**src/sv/bounded_list_store_core_assert.svh**
```systemverilog
// ----------------------------------------------------------------------------
// bounded_list_store_core_assert.svh
// Assertion macros shared by the list store RTL.
// ----------------------------------------------------------------------------
`ifndef BOUNDED_LIST_STORE_CORE_ASSERT_SVH
`define BOUNDED_LIST_STORE_CORE_ASSERT_SVH

// A property that must hold at every clock edge outside reset.
`define BLS_ASSERT_ALWAYS(label, prop, msg) \
  label: assert property (@(posedge clk) disable iff (rst) (prop)) else $error(msg);

// When ante holds, cons must hold in the same cycle.
`define BLS_ASSERT_IMPL(label, ante, cons, msg) \
  label: assert property (@(posedge clk) disable iff (rst) (ante) |-> (cons)) \
    else $error(msg);

// When ante holds, cons must hold in the next cycle.
`define BLS_ASSERT_NEXT(label, ante, cons, msg) \
  label: assert property (@(posedge clk) disable iff (rst) (ante) |=> (cons)) \
    else $error(msg);

`endif

```
**src/sv/bls_pkg.sv**
```systemverilog
// ----------------------------------------------------------------------------
// bls_pkg
// Types and fixed constants of the bounded list store.
// ----------------------------------------------------------------------------
package bls_pkg;

  localparam int CMD_W   = 3;
  localparam int VALUE_W = 32;
  localparam int POS_W   = 6;
  localparam int STAT_W  = 2;
  localparam int LEN_W   = 7;

  typedef enum logic [CMD_W-1:0] {
    CMD_ADD_END   = 3'd0,
    CMD_REM_LAST  = 3'd1,
    CMD_ADD_START = 3'd2,
    CMD_REM_FIRST = 3'd3,
    CMD_REM_AT    = 3'd4
  } cmd_t;

  typedef enum logic [STAT_W-1:0] {
    ST_OK    = 2'd0,
    ST_EMPTY = 2'd1,
    ST_RANGE = 2'd2,
    ST_FULL  = 2'd3
  } status_t;

  typedef enum logic [2:0] {
    S_IDLE  = 3'b001,
    S_EXEC  = 3'b010,
    S_SHIFT = 3'b100
  } state_t;

endpackage

```
**src/sv/bls_ram.sv**
```systemverilog
// ----------------------------------------------------------------------------
// bls_ram
// Entry store: one write port and one read port with registered read data.
// ----------------------------------------------------------------------------
module bls_ram #(
  parameter int DEPTH = 64,
  parameter int AW    = 6
) (
  input  logic                       clk,
  input  logic                       we,
  input  logic [AW-1:0]              waddr,
  input  logic [bls_pkg::VALUE_W-1:0] wdata,
  input  logic [AW-1:0]              raddr,
  output logic [bls_pkg::VALUE_W-1:0] rdata
);
  import bls_pkg::*;

  logic [VALUE_W-1:0] mem [DEPTH];

  always_ff @(posedge clk) begin
    if (we) begin
      mem[waddr] <= wdata;
    end
  end

  always_ff @(posedge clk) begin
    rdata <= mem[raddr];
  end

endmodule

```
**src/sv/bounded_list_store_core.sv**
```systemverilog
// ----------------------------------------------------------------------------
// bounded_list_store_core
// Ordered list of signed 32-bit values in a ring store of fixed capacity.
// ----------------------------------------------------------------------------
// A command item is accepted at a rising edge where start is high and busy
// is low; command, value and position are sampled there. Commands are add at
// end, remove last, add at start, remove first and remove at position.
// Every item yields exactly one result: removed_value, status and length are
// valid for the single cycle in which done is high. The receiver cannot stall,
// so a result is simply presented and taken at the end of that cycle.
// The entries live in a single synchronous RAM with one read and one write
// port. The read for a command is issued in the accept cycle, the result is
// formed in the execute state that follows and registered, so done is high in
// the cycle after the execute state. An item at the ends passes through the
// execute state only; busy is high until the block is back in idle, so no new
// item is taken before then. Remove at a nonzero position moves the entries
// behind it one slot forward through the RAM, one per cycle; busy stays high
// during the move.
// Reset clears the state, front pointer, entry count and done only; RAM
// contents are not cleared since no slot's data is used before it is written.
// ----------------------------------------------------------------------------
`include "bounded_list_store_core_assert.svh"

module bounded_list_store_core #(
  parameter int CAPACITY = 64
) (
  input  logic                              clk,
  input  logic                              rst,
  input  logic                              start,
  output logic                              busy,
  input  logic [bls_pkg::CMD_W-1:0]         command,
  input  logic signed [bls_pkg::VALUE_W-1:0] value,
  input  logic [bls_pkg::POS_W-1:0]         position,
  output logic                              done,
  output logic signed [bls_pkg::VALUE_W-1:0] removed_value,
  output logic [bls_pkg::STAT_W-1:0]        status,
  output logic [bls_pkg::LEN_W-1:0]         length
);
  import bls_pkg::*;

  // Pointer width, count width, and a common width for comparing position
  // against the count.
  localparam int PW = (CAPACITY > 1) ? $clog2(CAPACITY) : 1;
  localparam int CW = $clog2(CAPACITY + 1);
  localparam int XW = (CW > POS_W) ? CW : POS_W;

  // Ring slot that lies off places after base; off never exceeds CAPACITY
  // for any slot that is actually used.
  function automatic logic [PW-1:0] slot_at(logic [PW-1:0] base, logic [XW-1:0] off);
    logic [XW:0] s;
    s = (XW+1)'(base) + (XW+1)'(off);
    if (s >= (XW+1)'(CAPACITY)) begin
      s = s - (XW+1)'(CAPACITY);
    end
    return PW'(s);
  endfunction

  state_t             state, state_next;
  logic [PW-1:0]      front, front_next;
  logic [CW-1:0]      count, count_next;
  cmd_t               cmd_q, cmd_q_next;
  logic [VALUE_W-1:0] val_q, val_q_next;
  logic [POS_W-1:0]   pos_q, pos_q_next;
  logic [PW-1:0]      src, src_next;
  logic [PW-1:0]      dst, dst_next;
  logic [CW-1:0]      remaining, remaining_next;
  logic               done_next;
  logic [VALUE_W-1:0] removed_next;
  status_t            status_next;

  logic               mem_we;
  logic [PW-1:0]      mem_waddr;
  logic [VALUE_W-1:0] mem_wdata;
  logic [PW-1:0]      mem_raddr;
  logic [VALUE_W-1:0] mem_rdata;

  logic               full;
  logic               empty;
  logic [XW-1:0]      pos_x;
  logic [XW-1:0]      count_x;
  logic [XW-1:0]      in_off;
  logic [CW-1:0]      moves;

  assign full    = (count == CW'(CAPACITY));
  assign empty   = (count == '0);
  assign pos_x   = XW'(pos_q);
  assign count_x = XW'(count);
  assign moves   = count - CW'(1) - CW'(pos_q);
  assign busy    = (state != S_IDLE);

  // Offset from the front of the entry a new command will read.
  always_comb begin
    case (cmd_t'(command))
      CMD_REM_LAST: in_off = XW'(count) - XW'(1);
      CMD_REM_AT:   in_off = XW'(position);
      default:      in_off = '0;
    endcase
  end

  bls_ram #(
    .DEPTH (CAPACITY),
    .AW    (PW)
  ) u_ram (
    .clk   (clk),
    .we    (mem_we),
    .waddr (mem_waddr),
    .wdata (mem_wdata),
    .raddr (mem_raddr),
    .rdata (mem_rdata)
  );

  // Accesses never overlap on one entry: a command's read is issued while
  // idle, after every write of the previous command has landed, and during a
  // move the write slot always trails the read slot by two.
  always_comb begin
    state_next     = state;
    front_next     = front;
    count_next     = count;
    cmd_q_next     = cmd_q;
    val_q_next     = val_q;
    pos_q_next     = pos_q;
    src_next       = src;
    dst_next       = dst;
    remaining_next = remaining;
    done_next      = 1'b0;
    removed_next   = '0;
    status_next    = ST_OK;
    mem_we         = 1'b0;
    mem_waddr      = dst;
    mem_wdata      = val_q;
    mem_raddr      = slot_at(front, in_off);

    case (state)
      S_IDLE: begin
        if (start) begin
          cmd_q_next = cmd_t'(command);
          val_q_next = value;
          pos_q_next = position;
          state_next = S_EXEC;
        end
      end

      S_EXEC: begin
        done_next  = 1'b1;
        state_next = S_IDLE;
        case (cmd_q)
          CMD_ADD_END: begin
            if (full) begin
              status_next = ST_FULL;
            end else begin
              mem_we     = 1'b1;
              mem_waddr  = slot_at(front, count_x);
              count_next = count + CW'(1);
            end
          end
          CMD_ADD_START: begin
            if (full) begin
              status_next = ST_FULL;
            end else begin
              front_next = slot_at(front, XW'(CAPACITY - 1));
              mem_we     = 1'b1;
              mem_waddr  = front_next;
              count_next = count + CW'(1);
            end
          end
          CMD_REM_LAST: begin
            if (empty) begin
              status_next = ST_EMPTY;
            end else begin
              removed_next = mem_rdata;
              count_next   = count - CW'(1);
            end
          end
          CMD_REM_FIRST: begin
            if (empty) begin
              status_next = ST_EMPTY;
            end else begin
              removed_next = mem_rdata;
              front_next   = slot_at(front, XW'(1));
              count_next   = count - CW'(1);
            end
          end
          CMD_REM_AT: begin
            if (empty) begin
              status_next = ST_EMPTY;
            end else if (pos_x >= count_x) begin
              status_next = ST_RANGE;
            end else if (pos_q == '0) begin
              removed_next = mem_rdata;
              front_next   = slot_at(front, XW'(1));
              count_next   = count - CW'(1);
            end else begin
              removed_next = mem_rdata;
              count_next   = count - CW'(1);
              if (moves != '0) begin
                // Start closing the gap: read the entry behind the hole.
                src_next       = slot_at(front, pos_x + XW'(1));
                dst_next       = slot_at(front, pos_x);
                mem_raddr      = src_next;
                remaining_next = moves;
                state_next     = S_SHIFT;
              end
            end
          end
          default: begin
          end
        endcase
      end

      S_SHIFT: begin
        mem_we         = 1'b1;
        mem_waddr      = dst;
        mem_wdata      = mem_rdata;
        dst_next       = src;
        src_next       = slot_at(src, XW'(1));
        mem_raddr      = src_next;
        remaining_next = remaining - CW'(1);
        if (remaining == CW'(1)) begin
          state_next = S_IDLE;
        end
      end

      default: begin
        state_next = S_IDLE;
      end
    endcase
  end

  always_ff @(posedge clk) begin
    if (rst) begin
      state <= S_IDLE;
      front <= '0;
      count <= '0;
      done  <= 1'b0;
    end else begin
      state <= state_next;
      front <= front_next;
      count <= count_next;
      done  <= done_next;
    end
  end

  always_ff @(posedge clk) begin
    cmd_q         <= cmd_q_next;
    val_q         <= val_q_next;
    pos_q         <= pos_q_next;
    src           <= src_next;
    dst           <= dst_next;
    remaining     <= remaining_next;
    removed_value <= removed_next;
    status        <= status_next;
    length        <= LEN_W'(count_next);
  end

  `BLS_ASSERT_ALWAYS(a_count_bound, count <= CW'(CAPACITY), "entry count exceeds capacity")
  `BLS_ASSERT_NEXT(a_accept_exec, start && !busy, state == S_EXEC, "accepted item not executed")
  `BLS_ASSERT_NEXT(a_exec_done, state == S_EXEC, done, "no result after execute cycle")
  `BLS_ASSERT_IMPL(a_done_length, done, length == LEN_W'(count), "length disagrees with count")
  `BLS_ASSERT_IMPL(a_shift_left, state == S_SHIFT, remaining != '0, "move with nothing left")

endmodule

```
**config.mk**
```make
export PLATFORM = sky130hd
export DESIGN_NAME = bounded_list_store_core
export DESIGN_NICKNAME = d
export VERILOG_FILES = /design/src/sv/bls_pkg.sv /design/src/sv/bls_ram.sv /design/src/sv/bounded_list_store_core.sv
export VERILOG_INCLUDE_DIRS = /design/src /design/src/sv
export SDC_FILE = /design/constraint.sdc
export NUM_CORES = 2
export LEC_CHECK = 0
export ABC_AREA = 1
export CORE_ASPECT_RATIO = 0.9
export CORE_MARGIN = 2
export CORE_UTILIZATION = 50
export DETAILED_ROUTE_END_ITERATION = 7
export DONT_BUFFER_PORTS = 1
export GPL_TIMING_DRIVEN = 0
export HOLD_SLACK_MARGIN = 0.06
export PLACE_DENSITY_LB_ADDON = 0.12
export SLEW_MARGIN = 20
export SYNTH_ARGS = -nofsm -noshare
export SYNTH_HDL_FRONTEND = slang
export SYNTH_HIERARCHICAL = 1
export SYNTH_SLANG_ARGS = --single-unit
```
**constraint.sdc**
```tcl
create_clock -name clk -period 6.2 [get_ports clk]
set_input_delay 0.62 -clock clk [delete_from_list [all_inputs] [get_ports clk]]
set_output_delay 0.62 -clock clk [all_outputs]
set_load 0.02 [all_outputs]
```
# Yosys cells after proc, flatten, opt, wreduce, memory -nomap -nowiden
# Memories as Yosys holds them, arrays and structs flattened. A register that Yosys moved wholly into a read port is not among the register bits.
# Cells that the tools add are included.
dict set report totals {
  ff_bits 118
  latch_bits 0
  mem_bits_rw 2048
  mem_bits_ro 0
  input_bits 44
  out_inout_bits 43
  word_cells 149
  n_memories 1
}
# name depth word_bits read_ports rd_ports_with_merged_regs wr line
set mem_list {}
lappend mem_list {u_ram.mem 64 32 1 1 1 bls_ram.sv:18} ;# logic [VALUE_W-1:0] mem [DEPTH];
dict set report op_classes {
  addsub 19
  multipliers 0
  n_div 0
  n_lt_le_gt_ge 8
  n_eq_ne 24
  n_shift 0
  muxes 72
  n_bitwise 0
  n_reduce_logical 12
}
# cell count
set op_table {}
lappend op_table {{6-bit two-way mux} 30}
lappend op_table {{32-bit two-way mux} 4}
lappend op_table {{7-bit two-way mux} 10}
lappend op_table {{32-bit case mux with 2 select lines} 1}
lappend op_table {{6-bit case mux with 2 select lines} 4}
lappend op_table {{6-bit by 1-bit subtractor with 6-bit output (second input constant)} 7}
lappend op_table {{7-bit greater-or-equal comparator (second input constant)} 4}
lappend op_table {{7-bit case mux with 2 select lines} 2}
lappend op_table {{6-bit by 7-bit adder with 8-bit output} 3}
lappend op_table {{8-bit by 7-bit greater-or-equal comparator with 1-bit output (second input constant)} 3}
lappend op_table {{2-bit != test (second input constant)} 12}
lappend op_table {{6-bit by 1-bit adder with 7-bit output (second input constant)} 3}
lappend op_table {{3-bit two-way mux} 7}
lappend op_table {{7-bit case mux with 3 select lines} 1}
lappend op_table {{6-bit case mux with 3 select lines} 1}
lappend op_table {{7-bit by 1-bit subtractor with 7-bit output (second input constant)} 2}
lappend op_table {{3-bit by 1-bit == test with 1-bit output (second input constant)} 3}
lappend op_table {{3-bit by 2-bit == test with 1-bit output (second input constant)} 3}
lappend op_table {{3-bit == test (second input constant)} 3}
lappend op_table {{3-bit case mux with 3 select lines} 1}
lappend op_table {{6-bit by 6-bit adder with 7-bit output} 1}
lappend op_table {{6-bit by 6-bit adder with 7-bit output (second input constant)} 1}
lappend op_table {{7-bit by 1-bit adder with 7-bit output (second input constant)} 1}
lappend op_table {{7-bit by 1-bit == test with 1-bit output (second input constant)} 1}
lappend op_table {{18 further kinds} 27}

# Longest topological paths before layout
dict set report logic_depth {
  depth_word 11
  mapped_depth 31
  depth_no_buf 26
}

# Modules after synthesis
# The synthesis kept the hierarchy.
# mod n_inst cells_per_inst area_per_inst_um2 seq_area_each_um2
set by_module_without_submodules {}
lappend by_module_without_submodules {bls_ram 1 6785 82785.6 62139.6}
lappend by_module_without_submodules {bounded_list_store_core 1 786 6590.1 2962.8}

# Worst setup path before layout
# No wires, ideal clock.
dict set report synth_path {
  path_type {reg-to-reg}
  startpoint {register count[0]}
  endpoint {memory u_ram.mem[48][0], enable pin}
  arrival_ns 4.467
  t_required_ns 5.739
  slack_ns 1.272
  stages_incl_launch_ff 12
  path_cell_list {dfxtp_1 > inv_2 > ha_1 > nand3_2 > nor2_4 > nand2_1 > nand2_1 > nor2_1 > mux2_2 > nor3_1 > inv_1 > nor3_1}
}
dict set report synth_via {
  elab_chain_cells 6
}
# item line
set synth_rtl {}
lappend synth_rtl {{start, declared} bounded_list_store_core.sv:60} ;# logic [CW-1:0] count, count_next;
lappend synth_rtl {{start signal, assigned} bounded_list_store_core.sv:238} ;# count <= count_next;
lappend synth_rtl {{6-bit by 7-bit adder with 8-bit output} bounded_list_store_core.sv:51} ;# s = (XW+1)'(base) + (XW+1)'(off);
lappend synth_rtl {{8-bit by 7-bit greater-or-equal comparator with 1-bit output / 6-bit by 1-bit subtractor with 6-bit output (equally long branches)} {bounded_list_store_core.sv:52, bounded_list_store_core.sv:53}}
lappend synth_rtl {{6-bit two-way mux} bounded_list_store_core.sv:52} ;# if (s >= (XW+1)'(CAPACITY)) begin
lappend synth_rtl {{6-bit two-way mux} bounded_list_store_core.sv:148} ;# if (full) begin
lappend synth_rtl {{6-bit case mux with 2 select lines *} bounded_list_store_core.sv:146} ;# case (cmd_q)
lappend synth_rtl {{6-bit two-way mux *} bounded_list_store_core.sv:133} ;# case (state)
lappend synth_rtl {{net mem_waddr[2]} bounded_list_store_core.sv:72} ;# logic [PW-1:0] mem_waddr;
lappend synth_rtl {{end, declared} bls_ram.sv:18}
# The timed path passes the listed nets; every way through them passes the cells marked *.

# Final worst setup path
dict set report layout_path {
  startpoint {register count[0]}
  endpoint {register u_ram/rdata[6] (netlist name) (read register of u_ram.mem)}
}
dict set report layout_via {
  elab_chain_cells 11
}
# item line
set layout_rtl {}
lappend layout_rtl {{7-bit by 1-bit subtractor with 7-bit output} {bounded_list_store_core.sv:88, bounded_list_store_core.sv:94}}
lappend layout_rtl {{7-bit case mux with 2 select lines} bounded_list_store_core.sv:93} ;# case (cmd_t'(command))
lappend layout_rtl {{6-bit by 7-bit adder with 8-bit output} bounded_list_store_core.sv:51}
lappend layout_rtl {{8-bit by 7-bit greater-or-equal comparator with 1-bit output / 6-bit by 1-bit subtractor with 6-bit output (equally long branches)} {bounded_list_store_core.sv:52, bounded_list_store_core.sv:53}}
lappend layout_rtl {{6-bit two-way mux} bounded_list_store_core.sv:52}
lappend layout_rtl {{6-bit two-way mux} bounded_list_store_core.sv:195} ;# if (moves != '0) begin
lappend layout_rtl {{6-bit two-way mux} bounded_list_store_core.sv:188} ;# end else if (pos_q == '0) begin
lappend layout_rtl {{6-bit two-way mux} bounded_list_store_core.sv:186} ;# end else if (pos_x >= count_x) begin
lappend layout_rtl {{6-bit two-way mux} bounded_list_store_core.sv:184} ;# if (empty) begin
lappend layout_rtl {{6-bit two-way mux} bounded_list_store_core.sv:146}
lappend layout_rtl {{6-bit case mux with 2 select lines *} bounded_list_store_core.sv:133}
lappend layout_rtl {{net mem_raddr[3]} bounded_list_store_core.sv:74} ;# logic [PW-1:0] mem_raddr;
lappend layout_rtl {{end, declared} bls_ram.sv:14} ;# output logic [bls_pkg::VALUE_W-1:0] rdata
# Marks and branches as above.
# A chain may end at the register's enable or synchronous reset.

==> metrics.cfg <==
[run_status]
status=finished, violations left
violations=DRC

[sta]
setup_viol=0
rsz0062_at_grt=no
finalHoldViolCount=0
worst_slack_ns=0.0575
maxSlewHeadroom_pct=16.1
fin_skew_ns=0.0567
maxSlewViolCount=0
tightestPinTransition_ns=1.26
period_share_pct=99.1
fmax_mhz=163
period_minus_slack_ns=6.14

[clock_tree]
post_cts_buffers=0
clk_path_buf_depth=3
clk_pin_slew_worst_paths_ns=0.07
clk_latency_ns=0.89
cts-root-buf=clkbuf_16
h-tree-depth=4
cts_tree=built
numCtsBuffers=218
cts.sinks=2198

[layout]
area_growth_pct=18.7
layout.cells.non_filler=10641
final_nets=8142
fillers=14283
drive_gt1_share_pct=12.9
postLayoutCellArea_mm2=0.106

[die]
ios=87
die_area_mm2=0.182
die_width_um=450
core_area_mm2=0.178
rows=147
die_y_um=405
initial_core_util_pct=50.2

[global_route]
grtUsageMet3_pct=13.2
antenna_found_initial=24
top_usage_layer=met2
grt_pass1_vias=60505
grt.met1_usage_pct=52.1
grt_pass1_wl_um=482000
grt-ovfl-total=0
grtUsageTotal_pct=38.5
grt_max_degree=29
met2_usage_pct=54.5

[yosys]
synth_edf_count=2108
yosys.area.top_type=edfxtp_1
ys.flop_type=edfxtp_1
synth_top_area_share_pct=70.8
netlist_area_mm2=0.0894
synthTopCellsByCount=nand2_1 (2,378), edfxtp_1 (2,108), nand3_1 (1,953), buf_2 (254), inv_1 (135)
synthCells=7571
synth_seq_cells=2198
syn_area_per_cell_um2=11.8
synth.distinct_cells=49
synth_area_leaders=edfxtp_1 (71%), nand3_1 (11%), nand2_1 (10%)
yosysWarningCount=6
syn_nets=7653
yosysSeqAreaShare_pct=72.8
yosysMostFrequentCell=nand2_1
ys_async_sr_fraction_pct=0

[placement]
place_hpwl_um=254000
post-place-cells=10182
post-place-ws_ns=-0.354
dpl_cell_area_mm2=0.0984
portBuffers=0
place.gp.congestion=1.05

[drt]
drt_pass1_iterations=8
drc=4
ant_nets=0
viasPerCell=6.28
vias=66789
drt_iter0_drc=12088
drt_wl_total_um=354000
wl_per_cell_um=33.3

[worst_hold_path]
min_path_type=input port to flop

[setup_path]
crit_path_start_kind=flop
path_max_fanout=11
worstSetupPathType=flop to flop
endpoint_kind=flop
cp_cell_sequence=inv_2 -> ha_1 -> xnor2_1 -> inv_1 -> ha_1 -> nand2_1 -> o21ai_0 -> xor2_1 -> nor2_1 -> nand2_2 -> nor2_4 -> nand2_4 -> nand3_1 -> nand3_1 -> nand2_1 -> nand2_1 -> inv_1 -> clkbuf_2 -> clkdlybuf4s15_1 -> nand3_1 -> nand3_1 -> nand2_1 -> nand2_1 -> nand2_1
crit_required_ns=6.90
slowest_delay_ns=0.94
arrival_ns=6.84
crit_top_cell=nand2_1
cp_slowest_cell=clkdlybuf4s15_1

[power_and_ir_drop]
pwr_density_cell_mw_per_mm2=320
finalPower_mw=33.9
ir_drop_mv=0.336
p_leak_nw=38.3

[run]
drv_cap=0

[routing by layer]
| layer | routed length [um] | share of wire [%] |
|---|---|---|
| met1 | 128000 | 36 |
| met2 | 147000 | 41 |
| met3 | 55300 | 16 |
| met4 | 24000 | 6.8 |
| met5 | 170 | 0.048 |
[worst max-delay path: cells and delay by family (launching register included)]
family / cells / cell delay (ns)
buffers and inverters: 5 / 1.87
adders and majority gates: 2 / 0.67
and+or+nand+nor: 14 / 2.12
xor gates and xnor gates: 2 / 0.47
DFF: 1 / 0.53
AOI/OAI and AO/OA: 1 / 0.27
[timing repair]
action                                 CTS  global route
resized for setup                       27           101
endpoints found under the hold margin   43             0
setup endpoints to repair               25            31
hold buffers                            42             0
gates cloned                             0             0
[stage by stage]
stage | hold slack, ns | TNS [ns] | utilization [%]
after floorplan | 0.419 | 0 | -
after global placement | 0.437 | - | 51.9
after detailed placement | 0.508 | -2.98 | 55.3
after CTS | 0.226 | 0 | 59.5
after global routing | 0.270 | 0 | 59.6
final | 0.266 | 0 | 59.6
[flip-flops by register name, indices dropped and copies added, names as in the netlist]
register and flops:
u_ram/mem 2048, removed_value 32, u_ram/rdata 32, val_q 32, count 7, length 7, remaining 7, dst 6
front 6, pos_q 6, src 6, cmd_q 3, state 3, status 2, done 1
[cell usage in the layout, fill, tap and decap left out, drive strengths merged, types with 34 or more instances in the layout]
cell type    instances
nand2             2387
edfxtp            2108
nand3             1957
buf                570
clkbuf             416
inv                157
nor2               114
o21ai               91
dfxtp               90
clkinv              90
nor3                56
dlygate4sd3         42
a21oi               34
[final timing paths]
| kind | startpoint | to | slack (ns) | cells after the start |
|---|---|---|---|---|
| max reg2reg | count[0] | u_ram/rdata[6] | 0.06 | 24 |
| min | rst | count[6] | 0.27 | 2 |
| max | count[0] | u_ram/rdata[6] | 0.06 | 24 |
| min reg2reg | u_ram/rdata[8] | removed_value[8] | 0.52 | 2 |
[where the power goes]
part,internal [mW],switching [mW]
Clock,7.21,5.87
Combinational,1.03,3.33
Sequential,16.4,0.0597
Total,24.7,9.25
[kinds of logic after synthesis]
logic type | share of synthesized area [%]
compound gates | 0.958
xor+xnor | 0.304
fa+ha+maj | 0.574
buf+inv | 3.26
flops | 72.8
mux | 0.0238
simple gates | 22.0
[area by class of cell]
cell class	count	area, um^2	share of cell area (%)
Inverter	145	549	0.518
Sequential cell	2198	65100	61.4
Clock buffer	296	6020	5.67
Tap cell	2384	2980	2.81
Antenna cell	7	17.5	0.0165
Buffer	468	2530	2.39
Timing Repair Buffer	269	5610	5.29
Multi-Input combinational cell	4760	22300	21.0
Clock inverter	114	976	0.920
No activity file was read; power rests on OpenSTA's default activity.
